==> config.mk <==
export PLATFORM = sky130hd
export DESIGN_NAME = onewire_temp_poll_controller_unit
export DESIGN_NICKNAME = d
export VERILOG_FILES = /design/src/otpc_pkg.sv /design/src/otpc_crc8.sv /design/src/otpc_ctrl.sv /design/src/onewire_temp_poll_controller_unit.sv
export SDC_FILE = /design/constraint.sdc
export NUM_CORES = 1
export LEC_CHECK = 0
export BUFFER_PORTS_ARGS = -buffer_cell sky130_fd_sc_hd__buf_2
export CORE_ASPECT_RATIO = 1.1
export CORE_MARGIN = 8
export CORE_UTILIZATION = 48
export CTS_BUF_LIST = sky130_fd_sc_hd__clkbuf_2
export DETAILED_ROUTE_END_ITERATION = 10
export GPL_ROUTABILITY_DRIVEN = 1
export PLACE_DENSITY = 0.64
export SYNTH_ARGS = -nofsm -noshare
export SYNTH_HDL_FRONTEND = slang
export SYNTH_SLANG_ARGS = --single-unit
==> constraint.sdc <==
create_clock -name clk_i -period 19.45 [get_ports clk_i]
set_input_delay 3.89 -clock clk_i [delete_from_list [all_inputs] [get_ports clk_i]]
set_output_delay 3.89 -clock clk_i [all_outputs]
set_load 0.05 [all_outputs]
==> src/otpc_pkg.sv <==
// Package for the one-wire temperature poll controller.
// Item structs, configuration struct, code enums and constants.
// No dependencies; used by every module under src.
package otpc_pkg;

  typedef enum logic [1:0] {
    KIND_INIT     = 2'd0,
    KIND_POLL     = 2'd1,
    KIND_PRESENCE = 2'd2,
    KIND_BYTE     = 2'd3
  } kind_e;

  typedef enum logic [1:0] {
    ACT_NONE    = 2'd0,
    ACT_CONVERT = 2'd1,
    ACT_READ    = 2'd2
  } action_e;

  typedef enum logic [2:0] {
    PH_IDLE      = 3'd0,
    PH_INIT_CONV = 3'd1,
    PH_POLL_CONV = 3'd2,
    PH_READ_PRES = 3'd3,
    PH_READING   = 3'd4
  } phase_e;

  // configuration register indexes
  localparam logic [1:0] CFG_CONVERT_WAIT    = 2'd0;
  localparam logic [1:0] CFG_POLL_INTERVAL   = 2'd1;
  localparam logic [1:0] CFG_INVALID_READING = 2'd2;

  localparam int unsigned CfgDataWidth = 32;

  localparam logic [15:0]        CONVERT_WAIT_RST    = 16'd750;
  localparam logic [31:0]        POLL_INTERVAL_RST   = 32'd1000;
  localparam logic signed [15:0] INVALID_READING_RST = 16'sh8000;

  // Dallas CRC-8, reflected
  localparam logic [7:0] CRC_POLY = 8'h8C;

  // scratchpad byte positions
  localparam logic [3:0] SP_TEMP_LSB = 4'd0;
  localparam logic [3:0] SP_TEMP_MSB = 4'd1;
  localparam logic [3:0] SP_CONFIG   = 4'd7;
  localparam logic [3:0] SP_CRC      = 4'd8;

  typedef struct packed {
    logic [1:0]  kind;
    logic [31:0] now_ms;
    logic        present;
    logic [7:0]  scratch_byte;
  } in_item_t;

  typedef struct packed {
    logic [1:0]         action;
    logic signed [15:0] temp_sixteenths;
    logic               temp_valid;
    logic               crc_error;
  } out_item_t;

  typedef struct packed {
    logic [15:0]        convert_wait_ms;
    logic [31:0]        poll_interval_ms;
    logic signed [15:0] invalid_reading;
  } cfg_t;

endpackage

==> src/otpc_crc8.sv <==
// One-byte update of the Dallas CRC-8 (reflected 0x8C), LSB first.
// Depends on otpc_pkg.
module otpc_crc8 (
  input  logic [7:0] crc_i,
  input  logic [7:0] data_i,
  output logic [7:0] crc_o
);
  import otpc_pkg::*;

  logic [7:0] crc_v;
  logic [7:0] data_v;
  logic       mix;

  always_comb begin
    crc_v  = crc_i;
    data_v = data_i;
    mix    = 1'b0;
    for (int k = 0; k < 8; k++) begin
      mix    = crc_v[0] ^ data_v[0];
      crc_v  = {1'b0, crc_v[7:1]};
      if (mix) begin
        crc_v = crc_v ^ CRC_POLY;
      end
      data_v = {1'b0, data_v[7:1]};
    end
    crc_o = crc_v;
  end

endmodule

==> src/otpc_ctrl.sv <==
// Controller state and per-item decision logic: phase machine, poll timing,
// scratchpad capture and check. Depends on otpc_pkg and otpc_crc8.
module otpc_ctrl (
  input  logic                clk_i,
  input  logic                rst_ni,
  input  logic                fire_i,
  input  otpc_pkg::in_item_t  item_i,
  input  otpc_pkg::cfg_t      cfg_i,
  output otpc_pkg::out_item_t result_o
);
  import otpc_pkg::*;

  phase_e             phase_q, phase_d;
  logic               pending_q, pending_d;
  logic [31:0]        last_time_q, last_time_d;
  logic [31:0]        poll_time_q, poll_time_d;
  logic [3:0]         byte_idx_q, byte_idx_d;
  logic [7:0]         crc_q, crc_d;
  logic [15:0]        raw_q, raw_d;
  logic [7:0]         cfg_cap_q, cfg_cap_d;
  logic signed [15:0] temp_q, temp_d;
  logic               valid_q, valid_d;

  action_e     action;
  logic        crc_err;
  logic [7:0]  crc_next;
  logic [31:0] elapsed;
  logic [31:0] resume_elapsed;
  logic        time_unset;
  logic        read_due;
  logic        conv_due;
  logic        resume_due;
  phase_e      resume_phase;
  logic        in_body;

  otpc_crc8 u_crc (
    .crc_i  (crc_q),
    .data_i (item_i.scratch_byte),
    .crc_o  (crc_next)
  );

  assign elapsed        = item_i.now_ms - last_time_q;
  assign resume_elapsed = poll_time_q - last_time_q;
  assign time_unset     = (last_time_q == '0);
  assign read_due       = pending_q && (elapsed >= {16'b0, cfg_i.convert_wait_ms});
  assign conv_due       = !pending_q && (elapsed >= cfg_i.poll_interval_ms);
  // pending is always cleared when a read ends, so only the interval matters
  assign resume_due     = (resume_elapsed >= cfg_i.poll_interval_ms);
  assign resume_phase   = resume_due ? PH_POLL_CONV : PH_IDLE;
  assign in_body        = (byte_idx_q < SP_CRC);

  // next phase
  always_comb begin
    phase_d = phase_q;
    if (fire_i) begin
      case (item_i.kind)
        KIND_INIT: phase_d = PH_INIT_CONV;
        KIND_POLL: begin
          if (phase_q == PH_IDLE && !time_unset) begin
            if (read_due) begin
              phase_d = PH_READ_PRES;
            end else if (conv_due) begin
              phase_d = PH_POLL_CONV;
            end
          end
        end
        KIND_PRESENCE: begin
          unique case (phase_q)
            PH_INIT_CONV, PH_POLL_CONV: phase_d = PH_IDLE;
            PH_READ_PRES: phase_d = item_i.present ? PH_READING : resume_phase;
            default: ;
          endcase
        end
        KIND_BYTE: begin
          if (phase_q == PH_READING && !in_body) begin
            phase_d = resume_phase;
          end
        end
        default: ;
      endcase
    end
  end

  // datapath updates and the result
  always_comb begin
    pending_d   = pending_q;
    last_time_d = last_time_q;
    poll_time_d = poll_time_q;
    byte_idx_d  = byte_idx_q;
    crc_d       = crc_q;
    raw_d       = raw_q;
    cfg_cap_d   = cfg_cap_q;
    temp_d      = temp_q;
    valid_d     = valid_q;
    action      = ACT_NONE;
    crc_err     = 1'b0;
    if (fire_i) begin
      case (item_i.kind)
        KIND_INIT: begin
          valid_d    = 1'b0;
          temp_d     = cfg_i.invalid_reading;
          pending_d  = 1'b0;
          byte_idx_d = '0;
          action     = ACT_CONVERT;
        end
        KIND_POLL: begin
          if (phase_q == PH_IDLE) begin
            if (time_unset) begin
              last_time_d = item_i.now_ms;
            end else if (read_due) begin
              poll_time_d = item_i.now_ms;
              action      = ACT_READ;
            end else if (conv_due) begin
              last_time_d = item_i.now_ms;
              action      = ACT_CONVERT;
            end
          end
        end
        KIND_PRESENCE: begin
          unique case (phase_q)
            PH_INIT_CONV: begin
              if (item_i.present) begin
                pending_d   = 1'b1;
                last_time_d = '0;
              end
            end
            PH_POLL_CONV: begin
              if (item_i.present) begin
                pending_d = 1'b1;
              end
            end
            PH_READ_PRES: begin
              if (item_i.present) begin
                byte_idx_d = '0;
                crc_d      = '0;
              end else begin
                // no device on the read: failed read, then the poll goes on
                valid_d   = 1'b0;
                temp_d    = cfg_i.invalid_reading;
                pending_d = 1'b0;
                if (resume_due) begin
                  last_time_d = poll_time_q;
                  action      = ACT_CONVERT;
                end
              end
            end
            default: ;
          endcase
        end
        KIND_BYTE: begin
          if (phase_q == PH_READING) begin
            if (in_body) begin
              crc_d = crc_next;
              if (byte_idx_q == SP_TEMP_LSB) begin
                raw_d[7:0] = item_i.scratch_byte;
              end else if (byte_idx_q == SP_TEMP_MSB) begin
                raw_d[15:8] = item_i.scratch_byte;
              end else if (byte_idx_q == SP_CONFIG) begin
                cfg_cap_d = item_i.scratch_byte;
              end
              byte_idx_d = byte_idx_q + 4'd1;
            end else begin
              if (crc_q != item_i.scratch_byte) begin
                crc_err = 1'b1;
                valid_d = 1'b0;
                temp_d  = cfg_i.invalid_reading;
              end else if (cfg_cap_q != '0) begin
                temp_d  = raw_q;
                valid_d = 1'b1;
              end else begin
                valid_d = 1'b0;
                temp_d  = cfg_i.invalid_reading;
              end
              byte_idx_d = '0;
              pending_d  = 1'b0;
              if (resume_due) begin
                last_time_d = poll_time_q;
                action      = ACT_CONVERT;
              end
            end
          end
        end
        default: ;
      endcase
    end
  end

  assign result_o.action          = action;
  assign result_o.temp_sixteenths = valid_d ? temp_d : cfg_i.invalid_reading;
  assign result_o.temp_valid      = valid_d;
  assign result_o.crc_error       = crc_err;

  always_ff @(posedge clk_i or negedge rst_ni) begin
    if (!rst_ni) begin
      phase_q     <= PH_IDLE;
      pending_q   <= 1'b0;
      last_time_q <= '0;
      byte_idx_q  <= '0;
      valid_q     <= 1'b0;
    end else begin
      phase_q     <= phase_d;
      pending_q   <= pending_d;
      last_time_q <= last_time_d;
      byte_idx_q  <= byte_idx_d;
      valid_q     <= valid_d;
    end
  end

  // payload: each is written before it is read
  always_ff @(posedge clk_i) begin
    poll_time_q <= poll_time_d;
    crc_q       <= crc_d;
    raw_q       <= raw_d;
    cfg_cap_q   <= cfg_cap_d;
    temp_q      <= temp_d;
  end

endmodule

==> src/onewire_temp_poll_controller_unit.sv <==
// Top level of the one-wire temperature poll controller: input register,
// configuration registers, result register. Depends on otpc_pkg, otpc_ctrl.
//
// Usage:
//   Input channel (in_valid_i/in_ready_o/in_item_i) carries init, poll,
//   presence and scratchpad-byte items. Output channel (out_valid_o/
//   out_ready_i/out_item_o) returns exactly one result per item: the bus
//   action to issue, the current temperature in 1/16 degree and its flags.
//   Configuration writes (cfg_we_i, cfg_idx_i, cfg_wdata_i) take effect at
//   the clock edge; write only while no item is in flight.
//   An accepted item waits in the input register and its result is
//   captured in the result register. Throughput: one item per cycle while
//   the result register is free or being read; the whole decision is one
//   pass of compare/subtract logic between the input and result registers.
//   Reset: poll timer unset, no conversion pending, reading invalid,
//   registers back to 750 ms wait, 1000 ms interval, invalid value -32768.
//   Stall: the result register holds while out_ready_i is low; one more item
//   waits in the input register, then in_ready_o drops.
module onewire_temp_poll_controller_unit (
  input  logic                          clk_i,
  input  logic                          rst_ni,
  input  logic                          in_valid_i,
  output logic                          in_ready_o,
  input  otpc_pkg::in_item_t            in_item_i,
  output logic                          out_valid_o,
  input  logic                          out_ready_i,
  output otpc_pkg::out_item_t           out_item_o,
  input  logic                          cfg_we_i,
  input  logic [1:0]                    cfg_idx_i,
  input  logic [otpc_pkg::CfgDataWidth-1:0] cfg_wdata_i
);
  import otpc_pkg::*;

  in_item_t  in_q;
  logic      in_valid_q;
  out_item_t out_q;
  logic      out_valid_q;
  out_item_t result;
  cfg_t      cfg_q;
  logic      proc_fire;
  logic      in_fire;

  assign proc_fire  = in_valid_q && (!out_valid_q || out_ready_i);
  assign in_ready_o = !in_valid_q || proc_fire;
  assign in_fire    = in_valid_i && in_ready_o;

  otpc_ctrl u_ctrl (
    .clk_i    (clk_i),
    .rst_ni   (rst_ni),
    .fire_i   (proc_fire),
    .item_i   (in_q),
    .cfg_i    (cfg_q),
    .result_o (result)
  );

  always_ff @(posedge clk_i or negedge rst_ni) begin
    if (!rst_ni) begin
      in_valid_q  <= 1'b0;
      out_valid_q <= 1'b0;
    end else begin
      if (in_fire) begin
        in_valid_q <= 1'b1;
      end else if (proc_fire) begin
        in_valid_q <= 1'b0;
      end
      if (proc_fire) begin
        out_valid_q <= 1'b1;
      end else if (out_ready_i) begin
        out_valid_q <= 1'b0;
      end
    end
  end

  always_ff @(posedge clk_i) begin
    if (in_fire) begin
      in_q <= in_item_i;
    end
    if (proc_fire) begin
      out_q <= result;
    end
  end

  always_ff @(posedge clk_i or negedge rst_ni) begin
    if (!rst_ni) begin
      cfg_q.convert_wait_ms  <= CONVERT_WAIT_RST;
      cfg_q.poll_interval_ms <= POLL_INTERVAL_RST;
      cfg_q.invalid_reading  <= INVALID_READING_RST;
    end else if (cfg_we_i) begin
      unique case (cfg_idx_i)
        CFG_CONVERT_WAIT:    cfg_q.convert_wait_ms  <= cfg_wdata_i[15:0];
        CFG_POLL_INTERVAL:   cfg_q.poll_interval_ms <= cfg_wdata_i[31:0];
        CFG_INVALID_READING: cfg_q.invalid_reading  <= cfg_wdata_i[15:0];
        default: ;
      endcase
    end
  end

  assign out_valid_o = out_valid_q;
  assign out_item_o  = out_q;

`ifndef ASSERT_OFF
  // a decided item always lands in the result register
  a_fire_to_out: assert property (@(posedge clk_i) disable iff (!rst_ni)
    proc_fire |=> out_valid_q)
    else $error("decided item did not reach result register");

  // a waiting input item is never dropped before it is decided
  a_in_held: assert property (@(posedge clk_i) disable iff (!rst_ni)
    (in_valid_q && !proc_fire) |=> in_valid_q)
    else $error("input item lost");

  // a CRC failure never leaves the reading marked valid
  a_crc_invalid: assert property (@(posedge clk_i) disable iff (!rst_ni)
    (out_valid_q && out_q.crc_error) |-> !out_q.temp_valid)
    else $error("crc error with valid reading");

  // a read that ends in a CRC failure never asks for another read
  a_crc_action: assert property (@(posedge clk_i) disable iff (!rst_ni)
    (out_valid_q && out_q.crc_error) |-> (out_q.action != ACT_READ))
    else $error("read requested on read completion");
`endif

endmodule

Word level (Yosys, flattened, before mapping) --
Cells that the tools add are included.
Cells by class: $add $sub $neg 3, order comparisons 4, equality and inequality tests 28, multiplexer cells 75, bitwise logic cells 21, reductions and logical operators 38
Operators by type and width (count):
- $mux W32 | 9
- $mux W16 | 8
- $mux W8 | 12
- $pmux W32 S3 | 1
- $ge A32 B32 Y1 | 2
- $pmux W32 S2 | 1
- $sub A32 B32 Y32 | 2
- $pmux W16 S3 | 1
- $ge A32 B16 Y1 | 1
- $logic_not A32 Y1 | 1
- $not A2 Y3 | 8
- $reduce_and A5 Y1 | 4
- $mux W1 | 19
- $mux W4 | 4
- $pmux W8 S2 | 1
- $mux W3 | 5
- $mux W2 | 7
- $reduce_and A7 Y1 | 2
- $ne A2 B1 Y1 const B | 6
- $pmux W3 S4 | 1
- $pmux W4 S3 | 1
- $reduce_and A6 Y1 | 2
- $reduce_and A10 Y1 | 1
- $ne A3 B2 Y1 const B | 3
- 31 further kinds | 67
Storage, ports and cells: flip-flop bits (word level) 250, output and inout bits 22

Logic depth before layout (Yosys ltp) --
Gate-level depths: netlist of the first run.
word-level depth 19, depth in mapped cells 25

Cells and area by module --
From an unflattened synthesis of the first run, not the netlist that was laid out.
Second synthesis, totals: cells, all modules 1399, area total of the unflattened synthesis 15189.6 µm²
Modules (own cells, without submodules):
- otpc_ctrl | instances 1, cells an instance 1169, area each 10541.4 µm²
- onewire_temp_poll_controller_unit | instances 1, cells an instance 207, area each 4403.0 µm²
- otpc_crc8 | instances 1, cells an instance 23, area each 245.2 µm²

Worst setup path before layout of the first run --
Ideal clock, no wire load.
path type input to output, from input port out_ready_i, to output port in_ready_o, data arrival time 4.373 ns, slack 11.187 ns, stages 1, buffers on the path 0, cells stage by stage nand3b_1
Between the ends: cells in the longest elaborated chain, start to end 3
Ends and longest elaborated chain:
- start: declaration | RTL line onewire_temp_poll_controller_unit.sv:26 | input logic out_ready_i,
- $logic_or A1 B1 Y1 | RTL line onewire_temp_poll_controller_unit.sv:43 | assign proc_fire = in_valid_q && (!out_valid_q || out_ready_i);
- $logic_and A1 B1 Y1 | RTL line onewire_temp_poll_controller_unit.sv:43
- $logic_or A1 B1 Y1 | RTL line onewire_temp_poll_controller_unit.sv:44 | assign in_ready_o = !in_valid_q || proc_fire;
- end: declaration | RTL line onewire_temp_poll_controller_unit.sv:23 | output logic in_ready_o,
Every way passes these cells.

Final worst setup path of the first run --
Same ends and word-level chain as after synthesis.

==> results of run 1 <==
## final cells by class
class | count | share of cell area
Inverter | 108 | 0.0240
Clock inverter | 22 | 0.00733
Timing Repair Buffer | 114 | 0.0356
Antenna cell | 2 | 0.000296
Tap cell | 420 | 0.0311
Clock buffer | 102 | 0.0302
Sequential cell | 250 | 0.404
Multi-Input combinational cell | 1058 | 0.467
## sequential cells by signal, indices dropped and copies added (netlist names), 8 cells and up
signal / flops
u_ctrl.temp_q: 16
u_ctrl.cfg_cap_q: 8
u_ctrl.last_time_q: 32
u_ctrl.crc_q: 8
cfg_q: 64
u_ctrl.poll_time_q: 32
u_ctrl.raw_q: 16
out_item_o: 20
in_q: 43
## final timing paths
| path | from | end | slack, ps | cells after the start |
|---|---|---|---|---|
| setup reg to reg | u_ctrl.poll_time_q[0] | u_ctrl.last_time_q[20] | 12500 | 23 |
| min in group asynchronous | rst_ni | u_ctrl.last_time_q[16] | 3070 | 1 |
| hold reg to reg | in_q[9] | u_ctrl.poll_time_q[0] | 460 | 0 |
| max in group asynchronous | rst_ni | cfg_q[40] | 15090 | 2 |
| setup / recovery | out_ready_i | in_ready_o | 11160 | 3 |
| hold / removal | in_q[9] | u_ctrl.poll_time_q[0] | 460 | 0 |
## per-layer routing
metal / global-route usage / up-vias / share of wire
met5: 0 / - / 0
met4: 0.0970 / 0 / 0.039
met3: 0.0399 / 92 / 0.059
met2: 0.355 / 370 / 0.48
met1: 0.256 / 5704 / 0.42
li1: - / 5718 / -
## synthesized netlist by cell type, types with 17 or more instances
cell type  count
a21oi_1      100
nand3_1       23
edfxtp_1     127
o2bb2ai_1     32
o21ai_0       62
nand2b_1      18
mux2_2        65
ha_1         145
a31oi_1       21
nand2_1       96
a21o_1        44
xnor2_1       61
nor2b_1       44
nand4_1       20
nor2_1        91
clkbuf_1      42
nor3_1        17
dfrtp_1       93
inv_1        108
## metrics by stage
step | total power (uW) | instance area, sq um | util | hold WS (ps)
floorplan | 1700 | 15300 | - | 425
global placement | 2000 | 16200 | 0.518 | 445
detailed placement | 2030 | 16200 | 0.518 | 446
CTS | 2430 | 16900 | 0.538 | 468
global route | 2630 | 16900 | 0.538 | 478
finish | 2410 | 16900 | 0.538 | 461
## logic make-up after synthesis
kind of cell / after synthesis / share of synthesized area
XOR/XNOR: 74 / 0.0424
adder cells (fa/ha/maj): 147 / 0.121
buffers and inverters: 158 / 0.0398
multiplexers: 72 / 0.0524
AND/OR/NAND/NOR: 375 / 0.123
AO/OA/AOI/OAI: 390 / 0.175
flip-flops: 250 / 0.446
## critical path: cells and delay by family
family | cells | cell delay (ps)
buf+inv | 2 | 330
simple gates | 1 | 180
## power by group through the flow
stage                     Sequential (uW)  Combinational [uW]  Clock, uW
after floorplan                       726                 976          0
after global placement                732                1270          0
after detailed placement              733                1300          0
after CTS                             723                1300        399
after global routing                  735                1470        424
final                                 724                1310        383
## placed cells by master, fill, tap and decap left out, types with 6 or more instances in the layout
cell type    n
buf_2      102
dfrtp_1     93
o211ai_1    10
a211oi_1     6
edfxtp_1   127
clkinv_1    13
mux2i_1      7
nor3_1      17
and3_1      12
a21oi_1    100
dfstp_2     14
buf_4       12
o21a_1       9
nor2_1      91
a22oi_1     14
and2_1       9
nand2_1     96
a221o_1     13
a2111oi_0    8
o2bb2ai_1   32
inv_1      108
nand2b_1    18
mux2_2      65
a21o_1      44
a31oi_1     20
nor4_1      15
clkbuf_2   102
o21bai_1    11
xor2_1      13
dfxtp_1     16
nand3b_1     6
nor2b_1     44
ha_1       145
nand3_1     23
o21ai_0     62
nand4_1     20
xnor2_1     61
==> flow_summary_export.csv, run 1 <==
group,metric,value,unit
status,status,"finished, final reports clean",
sta,worst_pin_slew,1200,ps
worst_setup_path,cpPeakStageDelay,230,ps
clock_network,cts_setup_buffers,0,
worst_setup_path,critPathSlowestCell,"buf_2",
clock_network,cts_tree,"done",
sta,tns,0,ps
power_and_ir_drop,power.internal,1370,uW
worst_setup_path,cp-end-kind,"primary output",
routing,detail_route.iter0.violations,678,
global_routing,grt_pass1_vias,11900,
sta,final_max_slew_viol_count,0,
die,die_h,203,microns
sta,hold_viol,0,
synthesis,syn_area,0.0153,sq mm
die,row_count,68,
sta,rsz0062_at_grt,"no",
global_routing,grt_util_all_layers,0.210,
power_and_ir_drop,pwr-share-comb,0.541,
clock_network,clock-sinks,250,
worst_setup_path,worstPathMaxFanout,3,
global_routing,grt_pass1_wl,62500,microns
sta,fmax,121,MHz
sta,min_period,8290,ps
die,initial_core_util,0.487,
global_routing,grt_antenna_before_repair,2,
worst_hold_path,worst_hold_path_type,"flop to flop",
layout,nFillCells,2807,
layout,layout.cells.non_filler,2076,
routing,vias,11900,
power_and_ir_drop,p_leak,0.00721,uW
die,dieWidth,186,microns
clock_network,cts.repair.resized,0,
routing,firstDrtPassIters,5,
sta,finalCritPeriodShare,0.426,
sta,clock_skew,85.1,ps
layout,nets,1828,
sta,relSlewSlack,0.197,
sta,layout_setup_ws,11160,ps
synthesis,syn-num-nets,1695,
layout,drive_above_1_share,0.200,
power_and_ir_drop,ir_worst_vdd,0.0522,mV
power_and_ir_drop,switching_share,0.434,
die,num_io_pins,104,
routing,ant_nets,0,
clock_network,htree_levels,3,
worst_setup_path,start_kind,"primary input",
die,die_area,0.0378,sq mm
worst_setup_path,required,15560,ps
synthesis,synth.avg_cell_area,10.4,sq um
power_and_ir_drop,switching_power,1050,uW
worst_setup_path,path_cells,"buf_2 > nand3b_1 > buf_2",
worst_setup_path,path_common_cell,"buf_2",
placement,dp_slack,11160,ps
placement,dp_hpwl,29400,microns
routing,wl,39800,microns
synthesis,yosys.area.top_type_share,0.249,
routing,route.detailed.drc,0,
global_routing,grt_max_degree,56,
placement,place_congestion,0.906,
job,drv_cap,0,
routing,routed_via_density,5.72,
worst_setup_path,arrival,4400,ps
placement,dp.cells,1950,
synthesis,synth_area_leaders,"edfxtp_1 25%, dfrtp_1 15%, ha_1 12%",
synthesis,synthArstFlopShare,0.428,
layout,multi_input_area,0.00789,sq mm
layout,synthToLayoutAreaGrowth,10.4,%
clock_network,hold_buffers,0,
synthesis,yosysSeqAreaShare,0.446,
clock_network,clockRootBuffer,"clkbuf_2",
synthesis,synthDistinctLibCells,78,
power_and_ir_drop,pwr-share-seq,0.300,
worst_setup_path,worst-setup-path-type,"primary input to primary output",
placement,portBuffers,103,
die,coreArea,0.0314,sq mm
synthesis,synth_area_leader_cell,"edfxtp_1",
clock_network,clk_pin_slew,90,ps
power_and_ir_drop,p_per_area,143,mW/mm^2
sta,setup_violations,0,
clock_network,cts_max_path_buffers,3,
routing,routedWlPerCell,19.2,microns
clock_network,cts_buffers,67,
synthesis,synth_cells,1466,
synthesis,synthFlopType,"edfxtp_1",
synthesis,ys_ff_latch,250,
synthesis,synth-edff-count,127,
global_routing,grt.overflow.total,0,
layout,regArea,0.00683,sq mm
clock_network,clk_latency,910,ps
power_and_ir_drop,p_clk_frac,0.159,
synthesis,synth_warnings,0,
No activity file was read; power rests on OpenSTA's default activity.
==> inputs of run 2 (changes only) <==
--- a/config.mk
+++ b/config.mk
@@ -12,7 +12,7 @@
 export CTS_BUF_LIST = sky130_fd_sc_hd__clkbuf_2
 export DETAILED_ROUTE_END_ITERATION = 10
 export GPL_ROUTABILITY_DRIVEN = 1
-export PLACE_DENSITY = 0.64
+export PLACE_DENSITY = 0.66
 export SYNTH_ARGS = -nofsm -noshare
 export SYNTH_HDL_FRONTEND = slang
 export SYNTH_SLANG_ARGS = --single-unit
==> constraint.sdc (replaced) <==
create_clock -name clk_i -period 7.4 [get_ports clk_i]
set_input_delay 1.48 -clock clk_i [delete_from_list [all_inputs] [get_ports clk_i]]
set_output_delay 1.48 -clock clk_i [all_outputs]
set_load 0.05 [all_outputs]
==> run 2 against run 1 <==
  * Sequential power grew to 2.6 times the previous value
  * Clock power grew to 2.7 times the previous value
  * First-iteration DRC count is 4.3% lower
  * Largest cell class unchanged
  * Non-clock buffer count is 2 higher
  * Critical path depth is 21 higher
  * Critical endpoint is now u_ctrl.last_time_q[13]
  * Via count is 0.19% lower
  * Flip-flop and latch count stayed put
  * Global-route usage is 0.75 points higher
  * Sequential share of layout area is 0.13 points lower
  * Hold slack better by 21 ps
  * Clock skew is 15 ps lower
==> flow_summary_export.csv, run 2 (synthesis results as in run 1) <==
group,metric,value,unit
sta,hold_viol,0,
layout,top_regs,"cfg_q x64, in_q x43",
worst_setup_path,worst-setup-path-type,"flop to flop",
clock_network,clockRootBuffer,"clkbuf_2",
clock_network,hold_buffers,0,
routing,firstDrtPassIters,5,
placement,dp_slack,813,ps
layout,largest-register,"cfg_q",
die,coreArea,0.0314,sq mm
routing,vias,11900,
die,die_area,0.0378,sq mm
clock_network,htree_levels,3,
clock_network,cts_tree,"done",
layout,layout_commonest_cell,"ha_1",
worst_hold_path,min_to,"u_ctrl.temp_q[14]",
sta,setup_violations,0,
clock_network,cts_max_path_buffers,3,
clock_network,clk_latency,900,ps
sta,finalCritPeriodShare,0.892,
sta,clock_skew,70.4,ps
power_and_ir_drop,power,6470,uW
worst_setup_path,required,8160,ps
global_routing,grt_pass1_wl,64700,microns
sta,relSlewSlack,0.238,
worst_setup_path,start_kind,"flop",
layout,synthToLayoutAreaGrowth,10.8,%
die,num_io_pins,104,
routing,routedWlPerCell,19.7,microns
worst_setup_path,r2r_end,"u_ctrl.last_time_q[13]",
sta,fmax,152,MHz
routing,wl,41100,microns
worst_setup_path,critPathSlowestCell,"nor4_1",
sta,hold_slack,483,ps
clock_network,cts.repair.resized,0,
worst_setup_path,reg2regPathDepth,24,
placement,dp_hpwl,30700,microns
worst_setup_path,arrival,7360,ps
sta,tns,0,ps
routing,ant_nets,0,
routing,route.detailed.drc,0,
worst_setup_path,path_cells,"inv_1 > ha_1 > inv_1 > fa_1 > a211oi_1 > o21bai_1 > a21boi_0 > o21ai_0 > a31o_2 > a41oi_1 > a211oi_1 > a41o_1 > o41ai_1 > xnor2_1 > ha_1 > nand4_1 > nor4_1 > o311a_1 > a21oi_1 > o31a_1 > a31oi_2 > buf_4 > a21oi_1 > o2bb2ai_1",
sta,rsz0062_at_grt,"no",
placement,portBuffers,103,
worst_setup_path,worstPathMaxFanout,32,
global_routing,grt_pass1_vias,12100,
layout,nets,1833,
die,die_h,203,microns
layout,drive_above_1_share,0.207,
die,row_count,68,
power_and_ir_drop,p_per_area,382,mW/mm^2
clock_network,clk_pin_slew,100,ps
routing,routed_via_density,5.70,
worst_setup_path,r2r_setup_slack,800,ps
worst_hold_path,min_from,"u_ctrl.temp_q[14]",
worst_setup_path,cpPeakStageDelay,660,ps
worst_setup_path,cp-end-kind,"flop",
placement,place_congestion,0.903,
global_routing,grt_max_degree,57,
layout,layout_common_cells,"145 x ha_1, 127 x edfxtp_1, 109 x clkbuf_2",
die,initial_core_util,0.487,
worst_hold_path,worst_hold_path_type,"flop to flop",
status,status,"finished, final reports clean",
sta,final_max_slew_viol_count,0,
clock_network,cts_buffers,70,
clock_network,cts_setup_buffers,0,
power_and_ir_drop,ir_worst_vdd,0.190,mV
die,dieWidth,186,microns
sta,worst_pin_slew,1140,ps
routing,detail_route.iter0.violations,649,
worst_hold_path,hold_path_depth,2,
sta,min_period,6600,ps
layout,largest_reg_flops,64,
job,drv_cap,0,
worst_setup_path,r2r_start,"u_ctrl.poll_time_q[0]",
sta,layout_setup_ws,801,ps
global_routing,grt_util_all_layers,0.218,
layout,nFillCells,2862,
global_routing,grt.overflow.total,0,
global_routing,grt_antenna_before_repair,1,
clock_network,clock-sinks,250,
power_and_ir_drop,p_leak,0.00725,uW
## run 2: cell types whose count changed in the layout (fill, tap and decap cells not counted)
cell	delta
clkbuf_2	+7
clkinv_1	-5
clkinv_2	+3
buf_4	+2
inv_2	-2
clkinv_4	+1
clkinvlp_4	+1
diode_2	-1
nor2b_1	-1
nor2b_2	+1
## run 2: layer usage
layer	part of all wire	global-route usage	vias to the layer above	wire [microns]
li1	-	-	5717	-
met1	0.43	0.266	5742	17500
met2	0.49	0.374	331	20300
met3	0.049	0.0336	71	2000
met4	0.031	0.0953	0	1280
met5	0	0	-	0
## run 2: worst max-delay path by stage
stage | startpoint | end | slack (ps) | cells past startpoint
final | u_ctrl.poll_time_q[0] | u_ctrl.last_time_q[13] | 800 | 24
after global routing | u_ctrl.poll_time_q[0] | u_ctrl.last_time_q[13] | 440 | 24
after global placement | u_ctrl.poll_time_q[0] | u_ctrl.last_time_q[30] | 950 | 24
after CTS | u_ctrl.poll_time_q[0] | u_ctrl.last_time_q[19] | 740 | 24
after floorplan | in_q[9] | u_ctrl.poll_time_q[0] | 850 | 18
after detailed placement | u_ctrl.poll_time_q[0] | u_ctrl.last_time_q[13] | 810 | 24
## run 2: power by group
part | internal (uW) | switching, uW | leakage (uW)
Sequential | 1710 | 191 | 0.00261
Clock | 431 | 608 | 0.000512
Combinational | 1480 | 2050 | 0.00412
Total | 3620 | 2850 | 0.00725
## run 2: area by class of cell
class / instances / area (sq um) / area share
inverter: 108 / 405 / 0.0239
sequential: 250 / 6830 / 0.403
timing repair buffer: 116 / 616 / 0.0363
antenna: 1 / 2.50 / 0.000148
tap: 420 / 526 / 0.0310
clock inverter: 20 / 129 / 0.00761
clock buffer: 109 / 546 / 0.0322
multi-input combinational: 1058 / 7890 / 0.466
## run 2: worst max-delay path, delay by kind of cell, from the launching register on
| family | cells | cell delay [ps] |
|---|---|---|
| buffers and inverters | 3 | 530 |
| AND/OR/NAND/NOR | 2 | 790 |
| flip-flops | 1 | 390 |
| XOR/XNOR | 1 | 140 |
| adder cells (fa/ha/maj) | 3 | 940 |
| AO/OA/AOI/OAI | 15 | 3700 |
## run 2: metrics by stage
stage,cells,instance area (sq um),util
5_1_grt,2082,16900,0.540
4_1_cts,2081,16900,0.540
3_3_place_gp,1952,16300,0.518
6_report,2082,16900,0.540
2_1_floorplan,1466,15300,-
3_5_place_dp,1952,16300,0.518
==> inputs of run 3 (changes only) <==
--- a/config.mk
+++ b/config.mk
@@ -5,6 +5,7 @@
 export SDC_FILE = /design/constraint.sdc
 export NUM_CORES = 1
 export LEC_CHECK = 0
+export ABC_AREA = 1
 export BUFFER_PORTS_ARGS = -buffer_cell sky130_fd_sc_hd__buf_2
 export CORE_ASPECT_RATIO = 1.1
 export CORE_MARGIN = 8
==> run 3 against run 2 <==
  * Wire length grew 14%
  * Synthesized cell count rose by 47%
  * Core utilization down 1.2 points
  * Sequential share of layout area is 3.2 points lower
  * Clock power is 4% lower
  * Register-to-register slack gained 1600 ps
  * Hold slack worse by 39 ps
  * Largest cell class unchanged
  * Global-route usage rose by 0.97 points
==> flow_summary_export.csv, run 3 <==
group,metric,value,unit
clock_network,htree_levels,3,
layout,largest-register,"cfg_q",
power_and_ir_drop,power.internal,3440,uW
die,coreArea,0.0349,sq mm
die,initial_core_util,0.484,
die,row_count,72,
synthesis,yosys.area.top_type_share,0.226,
sta,finalCritPeriodShare,0.679,
clock_network,cts_setup_buffers,0,
layout,drive_above_1_share,0.131,
worst_hold_path,worst_hold_path_type,"flop to flop",
synthesis,synthArstFlopShare,0.428,
routing,routedWlPerCell,16.7,microns
synthesis,synth-edff-count,127,
worst_setup_path,path_delay_family,"simple AND/OR/NAND/NOR gates",
placement,portBuffers,103,
worst_setup_path,worst-setup-path-type,"flop to flop",
worst_setup_path,worstPathMaxFanout,66,
worst_setup_path,path_common_cell,"nand2_1",
power_and_ir_drop,ir_worst_vdd,0.235,mV
power_and_ir_drop,p_clk_frac,0.146,
layout,layout_common_cells,"621 x nand2_1, 364 x inv_1, 145 x ha_1",
layout,nFillCells,3421,
status,status,"finished, final reports clean",
synthesis,synth.avg_cell_area,7.81,sq um
synthesis,synth_cells,2159,
clock_network,cts_tree,"done",
die,num_io_pins,104,
synthesis,synth_area_leader_cell,"edfxtp_1",
worst_setup_path,start_kind,"flop",
synthesis,synthTopCellsByCount,"622 x nand2_1, 365 x inv_1, 145 x ha_1",
clock_network,clock-sinks,250,
die,die_h,213,microns
global_routing,grt.overflow.total,0,
layout,nets,2523,
worst_setup_path,r2r_start,"u_ctrl.last_time_q[0]",
routing,ant_nets,0,
clock_network,clk_pin_slew,110,ps
worst_setup_path,arrival,5800,ps
sta,clock_skew,138,ps
power_and_ir_drop,switching_share,0.495,
power_and_ir_drop,switching_power,3380,uW
power_and_ir_drop,p_leak,0.00926,uW
synthesis,syn-num-nets,2388,
clock_network,cts_buffers,70,
layout,top_regs,"cfg_q x64, in_q x43",
worst_setup_path,required,8180,ps
routing,wl,46800,microns
layout,layout_commonest_cell,"nand2_1",
synthesis,synthFlopType,"edfxtp_1",
routing,detail_route.iter0.violations,1048,
clock_network,clk_latency,1020,ps
worst_setup_path,crit_buf_inv,3,
power_and_ir_drop,p_per_area,370,mW/mm^2
placement,dp_hpwl,36700,microns
synthesis,synth_warnings,0,
layout,synthToLayoutAreaGrowth,9.17,%
global_routing,grt_util_all_layers,0.227,
clock_network,hold_buffers,0,
sta,setup_violations,0,
global_routing,grt_pass1_vias,14600,
power_and_ir_drop,power,6820,uW
routing,routed_via_density,5.22,
synthesis,synthDistinctLibCells,54,
synthesis,synth_area_leaders,"edfxtp_1 23%, nand2_1 14%, dfrtp_1 14%",
die,die_area,0.0414,sq mm
power_and_ir_drop,pwr-share-comb,0.574,
layout,largest_reg_flops,64,
die,dieWidth,195,microns
clock_network,clockRootBuffer,"clkbuf_2",
sta,hold_viol,0,
worst_setup_path,cp-end-kind,"flop",
sta,final_max_slew_viol_count,0,
clock_network,cts_max_path_buffers,3,
routing,route.detailed.drc,0,
synthesis,ys_ff_latch,250,
job,drv_cap,0,
routing,firstDrtPassIters,6,
sta,relSlewSlack,0.151,
worst_setup_path,critPathSlowestCell,"buf_4",
sta,layout_setup_ws,2380,ps
sta,worst_pin_slew,1270,ps
sta,tns,0,ps
routing,vias,14600,
global_routing,grt_antenna_before_repair,2,
sta,rsz0062_at_grt,"no",
worst_setup_path,cpPeakStageDelay,520,ps
placement,place_congestion,0.970,
clock_network,cts.repair.resized,0,
global_routing,grt_max_degree,67,
placement,dp_slack,2480,ps
sta,min_period,5020,ps
power_and_ir_drop,pwr-share-seq,0.280,
global_routing,grt_pass1_wl,75700,microns
synthesis,post-synth-top-count-cell,"nand2_1",
sta,fmax,199,MHz
worst_hold_path,min_from,"in_q[9]",
synthesis,syn_area,0.0169,sq mm
synthesis,yosysSeqAreaShare,0.405,
worst_setup_path,setup.worst_path.start,"u_ctrl.last_time_q[0]",
-- run 3: final timing paths --
check | endpoint | slack [ps] | cells after the start
max | u_ctrl.last_time_q[23] | 2380 | 25
min | u_ctrl.poll_time_q[0] | 440 | 0
max reg2reg | u_ctrl.last_time_q[23] | 2380 | 25
min reg2reg | u_ctrl.poll_time_q[0] | 440 | 0
max in group asynchronous | cfg_q[7] | 5570 | 2
min in group asynchronous | u_ctrl.last_time_q[12] | 550 | 1
-- run 3: worst register-to-register path: cells and delay by family (launching register included) --
family	cells	cell delay [ps]
DFF	1	440
AOI/OAI and AO/OA	5	890
adders and majority gates	3	930
buffers and inverters	3	660
xor gates and xnor gates	1	180
and+or+nand+nor	13	1760
-- run 3: area by class of cell --
cell class | instances | area, sq um | share of cell area
Timing Repair Buffer | 110 | 571 | 0.0310
Sequential cell | 250 | 6830 | 0.371
Inverter | 377 | 1420 | 0.0770
Antenna cell | 2 | 5.00 | 0.000272
Multi-Input combinational cell | 1485 | 8400 | 0.456
Clock inverter | 28 | 139 | 0.00754
Clock buffer | 100 | 500 | 0.0272
Tap cell | 444 | 556 | 0.0302
-- run 3: cell families after synthesis --
logic type,after synthesis,synth area share
flip-flops,250,0.405
XOR/XNOR,65,0.0346
adder cells (fa/ha/maj),147,0.110
AO/OA/AOI/OAI,380,0.134
buffers and inverters,424,0.0987
AND/OR/NAND/NOR,893,0.218
-- run 3: stage by stage --
step | util | instance area [sq um] | cells | hold slack (ps)
floorplan | - | 16900 | 2159 | 426
global placement | 0.510 | 17800 | 2666 | 436
detailed placement | 0.510 | 17800 | 2666 | 441
CTS | 0.528 | 18400 | 2794 | 450
global route | 0.528 | 18400 | 2796 | 457
finish | 0.528 | 18400 | 2796 | 444
-- run 3: layer usage --
| metal | wire, microns | up-vias | track usage |
|---|---|---|---|
| li1 | - | 7356 | - |
| met2 | 22100 | 425 | 0.389 |
| met3 | 2760 | 65 | 0.0418 |
| met4 | 1300 | 0 | 0.0891 |
| met5 | 0 | - | 0 |
| met1 | 20600 | 6753 | 0.283 |
-- run 3: power by group through the flow --
stage,clock network [uW],registers (uW),logic [uW]
final,997,1910,3910
after global routing,1110,1940,4430
after CTS,1030,1910,3900
after detailed placement,0,1930,3880
after global placement,0,1930,3790
after floorplan,0,1940,2830
